==> config.mk <==
export PLATFORM = sky130hd
export DESIGN_NAME = multichannel_pulse_width_capture_top
export DESIGN_NICKNAME = d
export VERILOG_FILES = /design/src/rtl/mpwc_pkg.sv /design/src/rtl/mpwc_lane.sv /design/src/rtl/mpwc_merge.sv /design/src/rtl/multichannel_pulse_width_capture_top.sv
export SDC_FILE = /design/constraint.sdc
export NUM_CORES = 2
export LEC_CHECK = 0
export BUFFER_PORTS_ARGS = -buffer_cell sky130_fd_sc_hd__buf_2
export CAP_MARGIN = 20
export CORE_MARGIN = 2
export CORE_UTILIZATION = 40
export DETAILED_ROUTE_END_ITERATION = 12
export PLACE_DENSITY = 0.7
export SLEW_MARGIN = 20
export SYNTH_ARGS = -nofsm -noshare
export SYNTH_HDL_FRONTEND = slang
export SYNTH_SLANG_ARGS = --single-unit
==> constraint.sdc <==
create_clock -name aclk -period 5.6 [get_ports aclk]
set_input_delay 0.28 -clock aclk [delete_from_list [all_inputs] [get_ports aclk]]
set_output_delay 0.28 -clock aclk [all_outputs]
set_load 0.01 [all_outputs]
==> src/rtl/mpwc_pkg.sv <==
// Shared types and constants for the multichannel pulse width capture block.
`timescale 1ns / 1ps
`default_nettype none

package mpwc_pkg;

    localparam int PIN_BITS       = 8;
    localparam int FIELD_BITS     = 16;
    localparam int OUT_WIDTHS     = 8;
    localparam int CFG_INDEX_BITS = 4;
    localparam int CFG_DATA_BITS  = 16;

    localparam logic [31:0]             WIDTH_RESET  = 32'h0000_0EA6;
    localparam logic [FIELD_BITS-1:0]   TOP_RESET    = 16'd49999;
    localparam logic [PIN_BITS-1:0]     ENABLE_RESET = 8'hFF;

    localparam logic [CFG_INDEX_BITS-1:0] REG_TIMER_TOP      = 4'd0;
    localparam logic [CFG_INDEX_BITS-1:0] REG_CHANNEL_ENABLE = 4'd1;

    typedef struct packed {
        logic [PIN_BITS-1:0]   pin_levels;
        logic [FIELD_BITS-1:0] timestamp;
    } in_t;

    typedef struct packed {
        logic [FIELD_BITS-1:0] width_ch0;
        logic [FIELD_BITS-1:0] width_ch1;
        logic [FIELD_BITS-1:0] width_ch2;
        logic [FIELD_BITS-1:0] width_ch3;
        logic [FIELD_BITS-1:0] width_ch4;
        logic [FIELD_BITS-1:0] width_ch5;
        logic [FIELD_BITS-1:0] width_ch6;
        logic [FIELD_BITS-1:0] width_ch7;
        logic [PIN_BITS-1:0]   completed_mask;
    } out_t;

endpackage

`default_nettype wire

==> src/rtl/mpwc_lane.sv <==
// One channel: edge detection, start time capture and width measurement.
`timescale 1ns / 1ps
`default_nettype none

module mpwc_lane #(
    parameter int TIMER_BITS = 16
) (
    input  wire logic                  aclk,
    input  wire logic                  aresetn,
    input  wire logic                  step,
    input  wire logic                  level,
    input  wire logic [TIMER_BITS-1:0] ts,
    input  wire logic [TIMER_BITS-1:0] top,
    output logic      [TIMER_BITS-1:0] width,
    output logic                       done
);
    import mpwc_pkg::*;

    logic                  level_reg;
    logic [TIMER_BITS-1:0] rise_reg;
    logic [TIMER_BITS-1:0] width_reg;
    logic                  rise;
    logic                  fall;
    logic [TIMER_BITS-1:0] span;

    always_comb begin
        rise = level & ~level_reg;
        fall = ~level & level_reg;
        // timer wrapped between the edges: add back the distance to the top
        if (ts >= rise_reg) begin
            span = ts - rise_reg;
        end else begin
            span = top - rise_reg + ts;
        end
        width = fall ? span : width_reg;
        done  = fall;
    end

    always_ff @(posedge aclk) begin
        if (!aresetn) begin
            level_reg <= 1'b0;
            rise_reg  <= '0;
            width_reg <= TIMER_BITS'(WIDTH_RESET);
        end else if (step) begin
            level_reg <= level;
            if (rise) begin
                rise_reg <= ts;
            end
            width_reg <= width;
        end
    end

endmodule

`default_nettype wire

==> src/rtl/mpwc_merge.sv <==
// Gathers the lane widths and completion flags into the result register.
`timescale 1ns / 1ps
`default_nettype none

module mpwc_merge #(
    parameter int CHANNELS   = 8,
    parameter int TIMER_BITS = 16
) (
    input  wire logic                                 aclk,
    input  wire logic                                 aresetn,
    input  wire logic                                 load,
    input  wire logic [CHANNELS-1:0][TIMER_BITS-1:0]  widths,
    input  wire logic [CHANNELS-1:0]                  dones,
    output logic                                      out_free,
    output logic                                      m_valid,
    input  wire logic                                 m_ready,
    output mpwc_pkg::out_t                            m_data
);
    import mpwc_pkg::*;

    logic [OUT_WIDTHS-1:0][FIELD_BITS-1:0] wv;
    logic [PIN_BITS-1:0]                   mask;
    out_t                                  result;
    out_t                                  m_data_reg;
    logic                                  m_valid_reg;
    logic                                  m_valid_next;

    // channels beyond the lane count read as zero
    for (genvar k = 0; k < OUT_WIDTHS; k++) begin : g_w
        if (k < CHANNELS) begin : g_on
            assign wv[k] = FIELD_BITS'(widths[k]);
        end else begin : g_off
            assign wv[k] = '0;
        end
    end

    for (genvar k = 0; k < PIN_BITS; k++) begin : g_m
        if (k < CHANNELS) begin : g_on
            assign mask[k] = dones[k];
        end else begin : g_off
            assign mask[k] = 1'b0;
        end
    end

    always_comb begin
        result.width_ch0      = wv[0];
        result.width_ch1      = wv[1];
        result.width_ch2      = wv[2];
        result.width_ch3      = wv[3];
        result.width_ch4      = wv[4];
        result.width_ch5      = wv[5];
        result.width_ch6      = wv[6];
        result.width_ch7      = wv[7];
        result.completed_mask = mask;
        out_free     = ~m_valid_reg | m_ready;
        m_valid_next = load | (m_valid_reg & ~m_ready);
    end

    always_ff @(posedge aclk) begin
        if (!aresetn) begin
            m_valid_reg <= 1'b0;
        end else begin
            m_valid_reg <= m_valid_next;
        end
    end

    always_ff @(posedge aclk) begin
        if (load) begin
            m_data_reg <= result;
        end
    end

    assign m_valid = m_valid_reg;
    assign m_data  = m_data_reg;

endmodule

`default_nettype wire

==> src/rtl/multichannel_pulse_width_capture_top.sv <==
// Top level of the multichannel pulse width capture block.
//
// Each input transaction on s_* carries one sample of the channel pin levels
// and the period timer count. Every accepted sample yields exactly one result
// transaction on m_* with the latest width of every channel and a mask of the
// channels whose pulse ended with that sample.
// Configuration: cfg_index 0 writes timer_top, 1 writes channel_enable; other
// indexes are ignored. cfg_ready is always high; write only while idle.
// The result of an accepted sample is registered and shows on m_data in the next cycle.
// Throughput is one sample per cycle while m_ready is high; each channel has its
// own lane, so the rate is set by the single result register, freed as it is taken.
// While a result waits with m_ready low it is held and s_ready drops, so samples wait.
// Synchronous reset (aresetn low) clears the edge history and start times,
// sets every width to 3750 ticks, timer_top to 49999 and enables all channels.
`timescale 1ns / 1ps
`default_nettype none

module multichannel_pulse_width_capture_top #(
    parameter int CHANNELS   = 8,
    parameter int TIMER_BITS = 16
) (
    input  wire logic                                   aclk,
    input  wire logic                                   aresetn,
    input  wire logic                                   s_valid,
    output logic                                        s_ready,
    input  wire mpwc_pkg::in_t                          s_data,
    output logic                                        m_valid,
    input  wire logic                                   m_ready,
    output mpwc_pkg::out_t                              m_data,
    input  wire logic                                   cfg_valid,
    output logic                                        cfg_ready,
    input  wire logic [mpwc_pkg::CFG_INDEX_BITS-1:0]    cfg_index,
    input  wire logic [mpwc_pkg::CFG_DATA_BITS-1:0]     cfg_data
);
    import mpwc_pkg::*;

    logic [FIELD_BITS-1:0]                 timer_top_reg;
    logic [PIN_BITS-1:0]                   enable_reg;
    logic                                  step;
    logic                                  out_free;
    logic [CHANNELS-1:0]                   levels;
    logic [CHANNELS-1:0][TIMER_BITS-1:0]   widths;
    logic [CHANNELS-1:0]                   dones;
    logic [TIMER_BITS-1:0]                 ts;
    logic [TIMER_BITS-1:0]                 top;
    logic [PIN_BITS-1:0]                   levels8;

    assign cfg_ready = 1'b1;
    assign s_ready   = out_free;
    assign step      = s_valid & out_free;
    assign ts        = TIMER_BITS'(s_data.timestamp);
    assign top       = TIMER_BITS'(timer_top_reg);

    always_ff @(posedge aclk) begin
        if (!aresetn) begin
            timer_top_reg <= TOP_RESET;
            enable_reg    <= ENABLE_RESET;
        end else if (cfg_valid && cfg_ready) begin
            unique case (cfg_index)
                REG_TIMER_TOP:      timer_top_reg <= cfg_data;
                REG_CHANNEL_ENABLE: enable_reg    <= cfg_data[PIN_BITS-1:0];
                default: ;
            endcase
        end
    end

    for (genvar i = 0; i < CHANNELS; i++) begin : g_lane
        // lanes without a pin stay low and never see an edge
        if (i < PIN_BITS) begin : g_pin
            assign levels[i] = s_data.pin_levels[i] & enable_reg[i];
        end else begin : g_nopin
            assign levels[i] = 1'b0;
        end

        mpwc_lane #(
            .TIMER_BITS (TIMER_BITS)
        ) u_lane (
            .aclk    (aclk),
            .aresetn (aresetn),
            .step    (step),
            .level   (levels[i]),
            .ts      (ts),
            .top     (top),
            .width   (widths[i]),
            .done    (dones[i])
        );
    end

    mpwc_merge #(
        .CHANNELS   (CHANNELS),
        .TIMER_BITS (TIMER_BITS)
    ) u_merge (
        .aclk     (aclk),
        .aresetn  (aresetn),
        .load     (step),
        .widths   (widths),
        .dones    (dones),
        .out_free (out_free),
        .m_valid  (m_valid),
        .m_ready  (m_ready),
        .m_data   (m_data)
    );

    assign levels8 = s_data.pin_levels & enable_reg;

    a_accept_gives_result: assert property (@(posedge aclk) disable iff (!aresetn)
        (s_valid && s_ready) |=> m_valid)
        else $error("accepted sample produced no result");

    a_ready_when_empty: assert property (@(posedge aclk) disable iff (!aresetn)
        !m_valid |-> s_ready)
        else $error("input stalled with empty result register");

    a_done_only_low: assert property (@(posedge aclk) disable iff (!aresetn)
        (s_valid && s_ready) |=> ((m_data.completed_mask & $past(levels8)) == '0))
        else $error("completion flagged on a channel still high");

    a_reset_empties: assert property (@(posedge aclk)
        !aresetn |=> !m_valid)
        else $error("result valid after reset");

endmodule

`default_nettype wire
==> flow_summary_export.csv <==
group,metric,value,unit
status,outcome,"finished clean",
cts,clock_path_buffers,3,
logic_synthesis,ys.flop_type,"dfxtp_1",
sta,clock_skew,28.1,ps
final_layout,nNetsFinal,4518,
logic_synthesis,synth.distinct_cells,89,
logic_synthesis,syn-mean-instance-area,8.17,µm²
logic_synthesis,ys_warn_count,0,
final_layout,num-fill-cells,7804,
logic_synthesis,ys_async_sr_fraction,0,
final_layout,mostFrequentLayoutCells,"nand2_1 (567), inv_1 (460), a21oi_1 (389)",
drt,antenna_left,0,
flow_run,maxCapViolCount,0,
critical_path,required,5940,ps
floorplanning,die-area,82600,µm²
global_routing,grt_pass1_vias,26400,
floorplanning,num_rows,103,
cts,cts_tree,"done",
sta,setup_viol,0,
critical_path,crit_family,"compound AO/OA/AOI/OAI gates",
global_routing,grt_util_all_layers,0.242,
final_layout,design_area,36100,µm²
logic_synthesis,yosys.area.top_type,"dfxtp_1",
sta,period_needed,4190,ps
placement,dpl.hpwl,73.6,mm
critical_path,crit_fanout,9,
critical_path,path_class,"flip-flop to flip-flop",
floorplanning,die_h,287,µm
floorplanning,core,79300,µm²
sta,hold_viol,0,
sta,period_share,0.749,
logic_synthesis,synth_seq_cells,425,
critical_path,crit_arrival,4530,ps
placement,place_inst,5067,
min_path,hp-class,"input port to flip-flop",
sta,setup_tns,0,ps
logic_synthesis,netlist_area,32100,µm²
critical_path,worst_path_largest_cell_delay,630,ps
logic_synthesis,synth_edf_count,136,
global_routing,overflow,0,
global_routing,grt_pass1_wl,154,mm
pwr,power_leakage,15.0,nW
logic_synthesis,postSynthCellCount,3931,
cts,worstSkewPairLatency,610,ps
drt,drc,0,
final_layout,multi_input_area,19900,µm²
critical_path,cp_num_buf_inv,2,
drt,detail_route.vias_per_cell,5.59,
drt,drt_iter0_markers,2758,
logic_synthesis,synth_top_area_frac,0.180,
final_layout,largest_reg_flops,136,
global_routing,grt_max_degree,91,
sta,fin_hold_ws,23.5,ps
cts,cts_root_buf,"clkbuf_16",
cts,cts_buffers,50,
cts,clock_sinks,425,
logic_synthesis,synth-seq-area-share,0.307,
final_layout,final_cells,5179,
logic_synthesis,ys_top_cells_by_area,"dfxtp_1 (18%), edfxtp_1 (13%), ha_1 (10%)",
logic_synthesis,syn_nets,4364,
critical_path,slowest_stage,"inv_1",
cts,ctsHtreeMaxLevel,2,
cts,cts_resized,0,
drt,drt_wl_total,102,mm
critical_path,worst_setup_path_end_kind,"flip-flop",
final_layout,layout.area.seq,9870,µm²
critical_path,crit_chain,"inv_1 -> fa_1 -> inv_1 -> ha_1 -> a211oi_1 -> o21bai_1 -> o2111a_1 -> or2_2 -> a31oi_1 -> o21ai_0 -> a221oi_1 -> o21ai_0",
placement,io_buffers,186,
pwr,ir_drop,0.224,mV
final_layout,layout-drive-gt1-share,0.0897,
sta,fmax,239,MHz
floorplanning,fp.dieW,287,µm
critical_path,cp-start-kind,"flip-flop",
final_layout,final_common_cell,"nand2_1",
placement,dpl-instance-area,34200,µm²
sta,rsz0062_at_grt,"no",
sta,report.final.slew_viol_count,0,
pwr,powerDensity,279,nW/µm²
final_layout,area_delta_synth_final,12.5,%
drt,post_drt_wl_per_cell,19.7,µm
pwr,power,0.0101,W
floorplanning,start_util,0.405,
sta,tightest_slew,1200,ps
cts,clk_pin_slew_worst_paths,60,ps
drt,drt_first_pass_iters,5,
sta,max_slew_margin,0.202,
global_routing,grt_antenna_before_repair,6,
floorplanning,io_pins,188,
drt,vias,28900,
placement,gp_congestion,0.974,
[layer usage]
metal  global-route usage  vias to the layer above  wire length (µm)
met5                    0                        -                57
met4               0.0845                        8              3910
met3               0.0377                      202              8880
met2                0.374                     1109             44200
met1                0.343                    13700             44900
li1                     -                    13900                 -
[power breakdown]
part / internal, W / switching, W / leakage (nW)
logic: 0.00116 / 0.00196 / 10.6
registers: 0.00333 / 0.0000852 / 3.60
clock network: 0.00213 / 0.00139 / 0.853
total: 0.00662 / 0.00344 / 15.0
[worst reg2reg max path, delay by kind of cell, from the launching register on]
family / cells / cell delay [ps]
AOI/OAI and AO/OA: 7 / 1820
adders and majority gates: 2 / 780
buffers and inverters: 2 / 730
and+or+nand+nor: 1 / 320
DFF: 1 / 290
[cells in the mapped netlist, types with 8 or more instances]
master and number:
fa_1 128, buf_2 18, nor3_1 85, and2_1 10, o31ai_1 21, dfxtp_1 289
or2_2 8, xor2_1 52, o21ai_0 260, o211ai_1 60, ha_1 256, o21a_1 37
a21o_1 68, a31oi_1 42, clkbuf_1 133, a21oi_1 389, mux2i_1 51, nand2b_1 28
nor4_1 8, nand3b_1 10, nand4_1 19, and3_1 18, nor2_1 252, nand3_1 58
inv_1 461, nor2b_1 22, xnor2_1 117, a211o_1 12, a211oi_1 79, nand2_1 568
o21bai_1 35, or3_1 25, edfxtp_1 136
[cell type report]
type | count | share of cell area
multi-input cells | 2883 | 0.551
clock buffers | 63 | 0.0374
diodes | 3 | 0.000208
inverters | 466 | 0.0487
clock inverters | 30 | 0.0109
flip-flops and latches | 425 | 0.273
repair buffers | 259 | 0.0421
well taps | 1050 | 0.0364
[stage by stage]
stage           util  setup WS [ps]
2_1_floorplan      -           1900
3_3_place_gp   0.431           1390
3_5_place_dp   0.431           1350
4_1_cts        0.455           1410
5_1_grt        0.456           1110
6_report       0.456           1410
[cell families (layout without fill, tap and decap cells)]
logic type / after synthesis / after routing / synth area share
buffers and inverters: 623 / 818 / 0.0738
XOR/XNOR: 169 / 169 / 0.0461
multiplexers: 56 / 56 / 0.0177
other: 1 / 4 / 0.000117
flip-flops: 425 / 425 / 0.307
adder cells (fa/ha/maj): 384 / 384 / 0.180
AO/OA/AOI/OAI: 1137 / 1137 / 0.222
AND/OR/NAND/NOR: 1136 / 1136 / 0.154
[worst paths after layout]
check / from / to / slack, ps / cells past startpoint
setup / recovery: timer_top_reg[1] / u_merge.m_data[21] / 1410 / 12
hold / removal: m_ready / u_merge.m_valid / 20 / 3
setup reg to reg: timer_top_reg[1] / u_merge.m_data[21] / 1410 / 12
hold reg to reg: g_lane[1].u_lane.rise_reg[15] / g_lane[1].u_lane.rise_reg[15] / 460 / 2
[repair_timing]
action / CTS / global route
endpoints found under the hold margin: 21 / 0
hold buffers: 16 / 0
setup buffers: 0 / 0
Note: power is estimated with default switching activity, not from simulation.
